### src/atop_pkg.sv
// ----------------------------------------------------------------------------
// atop_pkg
// Shared widths, codes and controller/datapath interface types for the
// adaptive-threshold onset picker.
// ----------------------------------------------------------------------------
package atop_pkg;

  // Window and ring geometry
  localparam int HALF_WINDOW = 43;
  localparam int RING_DEPTH  = 128;
  localparam int RING_AW     = $clog2(RING_DEPTH);

  // Field widths
  localparam int FEAT_W  = 16;
  localparam int SCORE_W = 18;
  localparam int TIME_W  = 32;
  localparam int TAG_W   = 4;
  localparam int CNT_W   = 8;

  // Running window statistics
  localparam int SUM_W  = 25;
  localparam int SQ_W   = 43;
  localparam int SQ1_W  = 2 * SCORE_W;

  // Threshold arithmetic: n*score - sum, squares, spread and final compare
  localparam int N_W    = $clog2(2 * HALF_WINDOW + 1);
  localparam int NS_W   = N_W + SCORE_W;
  localparam int D_W    = SUM_W + 1;
  localparam int DSQ_W  = 2 * (D_W - 1);
  localparam int SSQ_W  = 2 * SUM_W;
  localparam int NSQ_W  = N_W + SQ_W;
  localparam int SPR_W  = ((NSQ_W > SSQ_W) ? NSQ_W : SSQ_W) + 1;
  localparam int CMP_W  = SPR_W + 5;

  // Judge offset starts one short of the half window; drop offset is k + H + 1
  localparam logic [RING_AW-1:0] K_START  = RING_AW'(HALF_WINDOW - 1);
  localparam logic [RING_AW-1:0] DROP_OFS = RING_AW'(HALF_WINDOW + 1);
  localparam logic [CNT_W-1:0]   CNT_MAX  = '1;

  // Ring read selection
  typedef enum logic [1:0] {
    RD_NONE,
    RD_DROP,
    RD_PEAK,
    RD_RIGHT
  } rd_sel_t;

  // Controller states
  typedef enum logic [3:0] {
    ST_IDLE,
    ST_ADD,
    ST_FETCH,
    ST_DROP,
    ST_RD2,
    ST_C1,
    ST_C2,
    ST_C3,
    ST_C4,
    ST_WRAP,
    ST_NEXT,
    ST_END
  } ctrl_state_t;

  // Controller to datapath
  typedef struct packed {
    logic    accept;
    logic    win_add;
    logic    win_sub;
    rd_sel_t rd_sel;
    logic    judge_run;
    logic    emit_peak;
    logic    emit_end;
    logic    advance;
    logic    k_dec;
    logic    restart;
  } atop_cmd_t;

  // Datapath to controller
  typedef struct packed {
    logic drop_ok;
    logic judge_ok;
    logic k_is_one;
    logic last;
    logic hit;
    logic out_free;
  } atop_status_t;

endpackage

### src/atop_ctrl.sv
// ----------------------------------------------------------------------------
// atop_ctrl
// Sequencer for the onset picker: one window add per frame, then one
// drop/judge step (or a walk of steps on the final frame), then end marker.
// ----------------------------------------------------------------------------
module atop_ctrl
  import atop_pkg::*;
(
  input  logic         clk,
  input  logic         rst,
  input  logic         in_valid,
  output logic         in_stall,
  input  atop_status_t status,
  output atop_cmd_t    cmd
);

  ctrl_state_t state;
  ctrl_state_t state_next;

  // State register
  always_ff @(posedge clk) begin
    if (rst) begin
      state <= ST_IDLE;
    end else begin
      state <= state_next;
    end
  end

  // Next state
  always_comb begin
    state_next = state;
    unique case (state)
      ST_IDLE: begin
        if (in_valid) state_next = ST_ADD;
      end
      ST_ADD:   state_next = ST_DROP;
      ST_FETCH: state_next = ST_DROP;
      ST_DROP: begin
        state_next = status.judge_ok ? ST_RD2 : ST_NEXT;
      end
      ST_RD2: state_next = ST_C1;
      ST_C1:  state_next = ST_C2;
      ST_C2:  state_next = ST_C3;
      ST_C3:  state_next = ST_C4;
      ST_C4:  state_next = ST_WRAP;
      ST_WRAP: begin
        if (!status.hit || status.out_free) state_next = ST_NEXT;
      end
      ST_NEXT: begin
        if (!status.last) begin
          state_next = ST_IDLE;
        end else if (!status.k_is_one) begin
          state_next = ST_FETCH;
        end else begin
          state_next = ST_END;
        end
      end
      ST_END: begin
        if (status.out_free) state_next = ST_IDLE;
      end
      default: state_next = ST_IDLE;
    endcase
  end

  // Outputs
  always_comb begin
    cmd      = '0;
    in_stall = 1'b1;
    unique case (state)
      ST_IDLE: begin
        in_stall   = 1'b0;
        cmd.accept = in_valid;
        cmd.rd_sel = RD_DROP;
      end
      ST_ADD: begin
        cmd.win_add = 1'b1;
      end
      ST_FETCH: begin
        cmd.rd_sel = RD_DROP;
      end
      ST_DROP: begin
        cmd.win_sub = status.drop_ok;
        cmd.rd_sel  = RD_PEAK;
      end
      ST_RD2: begin
        cmd.rd_sel = RD_RIGHT;
      end
      ST_C1, ST_C2, ST_C3, ST_C4: begin
        cmd.judge_run = 1'b1;
      end
      ST_WRAP: begin
        cmd.emit_peak = status.hit && status.out_free;
      end
      ST_NEXT: begin
        cmd.advance = !status.last;
        cmd.k_dec   = status.last && !status.k_is_one;
      end
      ST_END: begin
        cmd.emit_end = status.out_free;
        cmd.restart  = status.out_free;
      end
      default: ;
    endcase
  end

endmodule

### config.mk
export PLATFORM = sky130hd
export DESIGN_NAME = atop_ctrl
export DESIGN_NICKNAME = d
export VERILOG_FILES = /design/src/atop_pkg.sv /design/src/atop_ctrl.sv
export SDC_FILE = /design/constraint.sdc
export NUM_CORES = 1
export LEC_CHECK = 0
export ABC_AREA = 1
export CELL_PAD_IN_SITES_DETAIL_PLACEMENT = 2
export CELL_PAD_IN_SITES_GLOBAL_PLACEMENT = 2
export CORE_MARGIN = 1.5
export CORE_UTILIZATION = 26
export CTS_CLUSTER_SIZE = 24
export DETAILED_ROUTE_END_ITERATION = 10
export DONT_BUFFER_PORTS = 1
export GPL_TIMING_DRIVEN = 0
export PLACE_DENSITY_LB_ADDON = 0.1
export SYNTH_ARGS = -nofsm -noshare
export SYNTH_HDL_FRONTEND = slang
export SYNTH_SLANG_ARGS = --single-unit
### constraint.sdc
create_clock -name clk -period 2.4 [get_ports clk]
set_clock_uncertainty 0.15 [all_clocks]
set_input_delay 0.12 -clock clk [delete_from_list [all_inputs] [get_ports clk]]
set_output_delay 0.12 -clock clk [all_outputs]
set_load 0.02 [all_outputs]
# == Yosys cells after proc, flatten, opt, wreduce, memory -nomap -nowiden ==
# Cells that the tools add are included.
# word_totals
in_bits,9
regBits,4
elab_cells,42
# op_classes
eq_ne,14
n_mux,16
reduce_logical,11
# op_table
operator,count
4-bit case mux with 11 select lines,1
4-bit 2-to-1 mux,6
4-bit by 3-bit == test with 1-bit output (second input constant),4
4-bit == test (second input constant),4
4-bit by 2-bit == test with 1-bit output (second input constant),2
1-bit 2-to-1 mux,7
2-bit != test (second input constant),3
2-bit case mux with 3 select lines,1
4-bit by 1-bit == test with 1-bit output (second input constant),1
4-bit logical NOT,1
2-bit OR reduction,2
4-bit OR reduction,1
1-bit logical NOT,3
3-bit AND reduction,1
1-bit logical AND,2
2-bit 2-to-1 mux,1
1-bit logical OR,1

# == Depth between registers and ports, before layout ==
# Gate-level depths: netlist (run 1).
# logic_depth
depth_word,4
depth_mapped,9

# == Worst setup path after synthesis (run 1) ==
# OpenSTA, ideal clock, no wires.
# synth_path
kind,reg-to-output
start,reg state[0]
end,out cmd[3] (netlist name)
path_stages_with_launch,6
setup_slack_ns,0.946
t_arrival_ns,1.184
required_time_ns,2.130
path_cell_list,dfxtp_1 > nand2_1 > inv_1 > nand2_1 > nor2_1 > buf_4
# synth_lines
item,line,source
"start, declared",atop_ctrl.sv:17,ctrl_state_t state;
"start signal, assigned",atop_ctrl.sv:25,state <= state_next;
"end, declared",atop_ctrl.sv:14,output atop_cmd_t cmd

==> impl_metrics.ini, run 1 <==
[status]
status = finished clean

[global_routing]
grt_max_degree = 8
grt_first_pass_wirelength_um = 2170
grt_pass1_vias = 506
track_usage_pct = 16.5
antenna_found_initial = 0
grt_overflow = 0

[cts]
cts.sinks = 4
clkTransAtPathRegs_ps = 40
cts_tree = yes
clockBufferDepth = 2
cts_inserted_buffers = 3
clk_latency_ps = 240
cts-htree-levels = 1
clock-root-buffer = clkbuf_4
cts_resized = 0

[place]
hpwl_um = 1070
place.gp.congestion = 0.754
portBuffers = 0
post_dp_cell_area_um2 = 422

[worst_setup_path]
crit_path_max_fanout = 7
critPathLaunch = state[0]
cp.arrival_ps = 1650
slowest_delay_ps = 500
cp_slowest_cell = dfxtp_1
critPathKind = flop to primary output
startpoint_type = flop
endpoint_kind = primary output
r2r_slack_ps = 630
crit_end = cmd[3]
crit_chain = nand2_1 > inv_1 > nand2_1 > nor2_1 > buf_4
regToRegEndpoint = state[2]
cp.required_ps = 2130
reg2reg_depth = 6
r2r_start = state[1]
path_common_cell = nand2_1

[drt]
via_count = 493
via_per_inst = 4.98
drc = 0
drt-initial-drc-count = 4
dr.pass1.iters = 4
wl_per_cell_um = 12.9
finalWirelength_um = 1270
antenna_left = 0

[floorplanning]
die_h_um = 42.3
die-area_um2 = 1790
start_util_pct = 27.3
core.rowCount = 14
ioPinCount = 21
coreArea_um2 = 1470
die_width_um = 42.3

[layout]
final_common_cell = nand2_1
final_util_pct = 31.5
regMostFlops = state
largest_reg_flops = 4
nets = 94
fillers = 212
top_regs = state x4
fin_area_um2 = 464
area_growth_pct = 15.6
final_layout_size_suffix_gt1_share_pct = 10.8
antenna_cells = 0
mostFrequentLayoutCells = 22 x nand2_1, 17 x nor2_1, 14 x inv_1, 6 x nand3_1, 4 x dfxtp_1

[timing]
drv_slew = 0
hold_ws_ps = 29.5
layout_min_cycle_time_ps = 1920
worst_pin_slew_ps = 878
finalHoldViolations = 0
fmax_mhz = 519
rsz0062_at_grt = false
fin_tns_setup_ps = 0
setup_viol = 0
timing.final.crit_share_pct = 80.2
max_slew_margin_pct = 40.9

[yosys]
yosysSeqAreaShare_pct = 19.9
synth_warnings = 0
syn_area_um2 = 402
synth_seq_cells = 4
syn_area_per_cell_um2 = 5.15
netlist_instances = 78
synth_cell_types = 16
synth_nets = 87

[power]
vdd_drop_max_v = 0.000430
leakage_nw = 0.266
power_per_cell_area_nw_per_um2 = 1250

[worst_hold_path]
min_path_type = input port to flop

[run]
drv_cap = 0
routing by layer:
layer | vias to the layer above | share of wire [%] | global-route usage, %
met5 | - | 0 | 0
met4 | 0 | 1.6 | 9.38
met3 | 2 | 5.2 | 1.72
met2 | 16 | 46 | 25.5
met1 | 223 | 47 | 22.2
li1 | 252 | - | -
final cells by class:
type,instances,area [µm²],share of cell area (%)
multi-input cells,58,258,55.5
flip-flops and latches,4,80.1,17.3
inverters,15,56.3,12.1
clock buffers,3,22.5,4.85
repair buffers,2,20.0,4.31
well taps,16,20.0,4.31
plain buffers,1,7.51,1.62
what timing repair did:
action | CTS | global route
setup buffers | 0 | 0
hold endpoints to repair | 4 | 0
hold buffers | 2 | 0
Yosys cell counts:
cell type | count | share of area [%]
a21oi_1 | 2 | 2.5
a31oi_1 | 1 | 1.6
buf_4 | 1 | 1.9
dfxtp_1 | 4 | 20
inv_1 | 14 | 13
inv_2 | 1 | 0.93
nand2_1 | 22 | 21
nand2_2 | 1 | 1.6
nand3_1 | 6 | 7.5
nand4_1 | 1 | 1.6
nor2_1 | 17 | 16
nor2_2 | 2 | 3.1
nor2_4 | 1 | 2.8
nor4_1 | 1 | 1.6
o211ai_1 | 1 | 1.9
o21ai_0 | 3 | 3.7
power breakdown:
part           total (mW)  switching, mW  internal, mW
registers           0.133         0.0422        0.0905
clock network      0.0863         0.0302        0.0561
logic               0.359          0.266        0.0933
total               0.578          0.338         0.240
worst max-delay path, delay by kind of cell, from the launching register on:
| kind | cells | cell delay, ps |
|---|---|---|
| buffers and inverters | 2 | 340 |
| AND/OR/NAND/NOR | 3 | 580 |
| flip-flops | 1 | 500 |
kinds of logic after synthesis:
kind of cell | count (synthesis) | synth area share [%]
AND/OR/NAND/NOR | 51 | 54.5
buffers and inverters | 16 | 15.9
AO/OA/AOI/OAI | 7 | 9.66
flip-flops | 4 | 19.9
worst min path at each step:
| stage | from | endpoint | slack, ps | cells after the start |
|---|---|---|---|---|
| 2_1_floorplan | rst | state[2] | 40 | 1 |
| 3_3_place_gp | rst | state[2] | 40 | 1 |
| 3_5_place_dp | rst | state[2] | 50 | 1 |
| 4_1_cts | status[0] | state[0] | 20 | 3 |
| 5_1_grt | status[0] | state[3] | 50 | 3 |
| 6_report | status[0] | state[0] | 30 | 3 |
metrics by stage:
step | worst slack [ps] | power, mW | std cells
6_report | 475 | 0.578 | 99
5_1_grt | 324 | 0.653 | 99
4_1_cts | 447 | 0.585 | 99
3_5_place_dp | 702 | 0.496 | 94
3_3_place_gp | 728 | 0.489 | 94
2_1_floorplan | 946 | 0.418 | 78
Note: power is estimated with default switching activity, not from simulation.
==> run 2: changes to the inputs <==
- ABC_AREA: 1 -> 0
- CORE_UTILIZATION: 26 -> 27
- clock period: 2.4 -> 1.62 ns (I/O delays scaled with it)
==> impl_metrics.ini, run 2 <==
[status]
status = finished, violations left
violations = design-rule violations

[yosys]
async_flop_share_pct = 0
synth_cell_types = 29
synthAdderAreaFrac_pct = 0
synth.top_cell.area_share_pct = 17.4
yosys.area_share.xor_xnor_pct = 0
synth_common_cells = 7 x nor2_1, 5 x nand2_1, 4 x a21oi_1, 4 x dfxtp_1, 4 x nor3_1
syn_area_per_cell_um2 = 7.31
synth_seq_cells = 4
synthMostInstantiatedCell = nor2_1
synth-edff-count = 0
syn_area_um2 = 460
synth_flop_cell = dfxtp_1
synthTopCellsByArea = dfxtp_1 17%, nor2_1 5.7%, buf_6 4.9%, nor3b_1 4.9%, a21oi_1 4.3%
yosysSeqAreaShare_pct = 17.4
synth_nets = 72
synth_warnings = 0
muxShareOfSynthArea_pct = 0
netlist_instances = 63
synth_compound_area_share_pct = 25.8
synth_top_family_by_area = simple AND/OR/NAND/NOR gates
yosys.area_share.simple_pct = 45.4
yosys.area.top_type = dfxtp_1

[worst_setup_path]
reg2reg_depth = 6
endpoint_kind = primary output
cp.required_ps = 1390
r2r_slack_ps = 170
crit_chain = buf_8 > nor2b_4 > and4_4 > buf_4
regToRegEndpoint = state[0]
cp.arrival_ps = 1340
r2r_start = state[1]
crit_path_max_fanout = 10
startpoint_type = flop
slowest_delay_ps = 360
critPathKind = flop to primary output
cp_slowest_cell = dfxtp_2

[layout]
nets = 83
mostFrequentLayoutCells = 5 x nand2_1, 4 x nor2_1, 4 x a21oi_1, 4 x buf_4
area_growth_pct = 42.4
final_common_cell = nand2_1
antenna_cells = 0
final_layout_size_suffix_gt1_share_pct = 45.8
top_regs = state x4
regMostFlops = state
fin_area_um2 = 656
largest_reg_flops = 4
fillers = 178

[drt]
drc = 4
wl_per_cell_um = 18.7
finalWirelength_um = 1640
via_count = 518
drt-initial-drc-count = 11
via_per_inst = 5.89
dr.pass1.iters = 7
antenna_left = 0

[timing]
rsz0062_at_grt = true
worst_pin_slew_ps = 425
drv_slew = 0
setup_viol = 0
timing.final.crit_share_pct = 97.1
fmax_mhz = 636
hold_ws_ps = 27.0
finalHoldViolations = 0
max_slew_margin_pct = 71.6
layout_min_cycle_time_ps = 1570

[floorplanning]
die-area_um2 = 1960
core.rowCount = 14
ioPinCount = 21
start_util_pct = 29.5
coreArea_um2 = 1560
die_width_um = 44.3
die_h_um = 44.3

[cts]
cts-htree-levels = 1
clockBufferDepth = 2
cts_inserted_buffers = 3
clock-root-buffer = clkbuf_4
clk_latency_ps = 230
clkTransAtPathRegs_ps = 40
cts_tree = yes
cts.sinks = 4

[global_routing]
grt_overflow = 0
grt_max_degree = 11
grt_pass1_vias = 514
track_usage_pct = 17.4
antenna_found_initial = 0
grt_first_pass_wirelength_um = 2460

[worst_hold_path]
min_to = state[3]
hold_path_depth = 3
min-delay-start = status[4]
min_path_type = input port to flop

[power]
leakage_nw = 0.259
vdd_drop_max_v = 0.000326
power_per_cell_area_nw_per_um2 = 774

[place]
post_dp_cell_area_um2 = 480
portBuffers = 0
place.gp.congestion = 0.659
hpwl_um = 1040

[run]
drv_cap = 0
-- run 2: final cells by class --
cell class / instances / area, µm² / area share, %
plain buffers: 7 / 80.1 / 12.2
clock buffers: 3 / 22.5 / 3.44
multi-input cells: 52 / 383 / 58.4
flip-flops and latches: 4 / 82.6 / 12.6
well taps: 16 / 20.0 / 3.05
repair buffers: 6 / 67.6 / 10.3
-- run 2: worst max path at each step --
stage	startpoint	to	slack [ps]	depth (start not counted)
floorplan	state[3]	cmd[1]	100	4
global placement	state[3]	cmd[1]	-100	4
detailed placement	state[3]	cmd[1]	-120	4
CTS	state[1]	cmd[7]	-50	5
global route	state[0]	cmd[3]	-2	4
finish	state[0]	cmd[3]	50	4
-- run 2: critical path: cells and delay by family (launching register included) --
family                 cells  cell delay, ps
and+or+nand+nor            2             450
DFF                        1             360
buffers and inverters      2             300
-- run 2: logic make-up (layout without fill, tap and decap cells) --
group	count (synthesis)	count (layout)
simple gates	35	35
compound gates	17	17
buf+inv	7	16
flops	4	4
-- run 2: layer usage --
metal	track usage [%]	part of all wire [%]	vias to the layer above	wire length [µm]
met1	22.5	47	259	769
met4	5.45	0	0	0
met2	29.7	50	14	817
met5	0	0	-	0
li1	-	-	245	-
met3	2.45	3.5	0	57
-- run 2: timing repair --
action / in CTS / in global routing
setup buffers: 0 / 3
gates cloned: 0 / 1
hold buffers: 2 / 0
resized for setup: 13 / 11
setup endpoints to repair: 9 / 6
pin swaps: 1 / 3
endpoints found under the hold margin: 4 / 0
-- run 2: through the flow --
stage                     power [mW]  cells  setup WS (ps)  TNS, ps  utilization, %
final                          0.507     88           47.4        0            42.1
after detailed placement       0.310     79           -125     -125            30.8
after global placement         0.308     79          -96.1    -96.1            30.8
after global routing           0.545     88          -2.04    -2.04            42.1
after CTS                      0.460     84          -46.0     -120            36.3
after floorplan                0.278     63           96.6        0               -
-- run 2: report_power, final --
| part | internal (mW) | total, mW | switching [mW] |
|---|---|---|---|
| combinational | 0.117 | 0.262 | 0.144 |
| sequential | 0.110 | 0.121 | 0.0110 |
| clock | 0.0830 | 0.125 | 0.0419 |
==> run 3: changes to the inputs <==
- BUFFER_PORTS_ARGS: not set -> -buffer_cell sky130_fd_sc_hd__buf_2
- CORE_UTILIZATION: 27 -> 22
- CTS_BUF_LIST: not set -> sky130_fd_sc_hd__clkbuf_4 sky130_fd_sc_hd__clkbuf_8
- DONT_BUFFER_PORTS: 1 -> not set
==> impl_metrics.ini, run 3 (same netlist as run 2, synthesis figures left out) <==
[power]
power_frac_clock_pct = 25.3
p_int_uw = 310
switchingPower_uw = 203
seqPwrFrac_pct = 25.1
power.share.switching_pct = 39.5
leakage_nw = 0.333
power_per_cell_area_nw_per_um2 = 720
comb_power_share_pct = 49.6
vdd_drop_max_v = 0.000272

[worst_setup_path]
critical_path_buf_inv_count = 4
slowest_delay_ps = 320
crit_path_max_fanout = 10
cp.depth = 5
cp.arrival_ps = 1310
startpoint_type = flop
regToRegEndpoint = state[1]
endpoint_kind = primary output
crit_chain = buf_6 > buf_6 > and4_1 > buf_4 > buf_4
r2r_start = state[3]
reg2reg_depth = 6
critical-path-top-delay-family = buffers and inverters
critPathLaunch = state[3]
cp_slowest_cell = dfxtp_2
critPathKind = flop to primary output
cp.required_ps = 1390
r2r_slack_ps = 220

[status]
status = finished clean

[timing]
drv_slew = 0
fmax_mhz = 647
max_slew_margin_pct = 86.2
worst_pin_slew_ps = 207
setup_viol = 0
finalHoldViolations = 0
timing.final.crit_share_pct = 95.4
layout_min_cycle_time_ps = 1550
fin_tns_setup_ps = 0
hold_ws_ps = 88.8

[drt]
finalWirelength_um = 1690
via_per_inst = 4.76
drt-initial-drc-count = 9
dr.pass1.iters = 4
drc = 0
wl_per_cell_um = 14.2
via_count = 566
antenna_left = 0

[cts]
clkTransAtPathRegs_ps = 40
cts_tree = yes
cts-htree-levels = 1
clock-root-buffer = clkbuf_4
cts_inserted_buffers = 3
clk_latency_ps = 240
cts.sinks = 4
clockBufferDepth = 2

[floorplanning]
start_util_pct = 23.5
core.rowCount = 16
die-area_um2 = 2380
coreArea_um2 = 1960
die_width_um = 48.8
die_h_um = 48.8
ioPinCount = 21

[layout]
mostFrequentLayoutCells = 19 x buf_2, 9 x buf_4, 6 x nor2_1, 5 x nand2_1
final_common_cell = buf_2
top_regs = state x4
final_layout_size_suffix_gt1_share_pct = 52.2
regMostFlops = state
final_util_pct = 36.3
fin_area_um2 = 712
nets = 103
largest_reg_flops = 4
antenna_cells = 0
area_growth_pct = 54.6

[place]
place.gp.congestion = 0.706
portBuffers = 20
post_dp_cell_area_um2 = 594
hpwl_um = 1140

[worst_hold_path]
min_to = state[0]
hold_path_depth = 3
min_path_type = input port to flop
min-delay-start = in_valid

[global_routing]
grt_pass1_vias = 590
grt_max_degree = 11
grt_overflow = 0
antenna_found_initial = 0
grt_first_pass_wirelength_um = 2750
track_usage_pct = 15.1

[run]
drv_cap = 0
[run 3: worst max-delay path by stage]
stage / end / slack, ps
3_5_place_dp: cmd[1] / 90
4_1_cts: cmd[3] / 4
6_report: cmd[3] / 70
2_1_floorplan: cmd[1] / 100
5_1_grt: cmd[1] / -30
3_3_place_gp: cmd[1] / 100
[run 3: final cells by class]
| cell class | instances | area [µm²] |
|---|---|---|
| tap | 27 | 33.8 |
| timing repair buffer | 27 | 160 |
| sequential | 4 | 86.3 |
| fill | 259 | 1250 |
| multi-input combinational | 52 | 348 |
| buffer | 6 | 61.3 |
| clock buffer | 3 | 22.5 |
[run 3: tightest hold or removal path, cell delays in order]
cell and delay (ps):
buf_2 100, o221ai_2 110, a21oi_2 140
[run 3: what timing repair did]
action,in CTS,in global routing
endpoints found under the setup margin,7,4
setup buffers,1,4
gates cloned,1,0
hold buffers,1,0
gates resized for setup,10,8
hold endpoints to repair,4,0
pin swaps,0,1
[run 3: stage by stage]
stage | total power, mW | setup slack (ps) | cells
after global placement | 0.343 | 103 | 110
after detailed placement | 0.345 | 87.6 | 110
after floorplan | 0.278 | 96.6 | 63
final | 0.513 | 74.3 | 119
after CTS | 0.503 | 4.02 | 116
after global routing | 0.551 | -32.5 | 119
[run 3: power groups by stage]
stage / Clock [mW] / Combinational [mW] / Sequential [mW]
2_1_floorplan: 0 / 0.161 / 0.117
3_3_place_gp: 0 / 0.225 / 0.118
3_5_place_dp: 0 / 0.226 / 0.119
4_1_cts: 0.133 / 0.249 / 0.121
5_1_grt: 0.144 / 0.275 / 0.133
6_report: 0.130 / 0.254 / 0.129
[run 3: layer usage]
layer / GRT usage (%) / vias to the layer above / wire length [µm]
li1: - / 282 / -
met1: 18.6 / 273 / 772
met2: 25.1 / 11 / 865
met3: 3.09 / 0 / 48
met4: 7.14 / 0 / 0
met5: 0 / - / 0
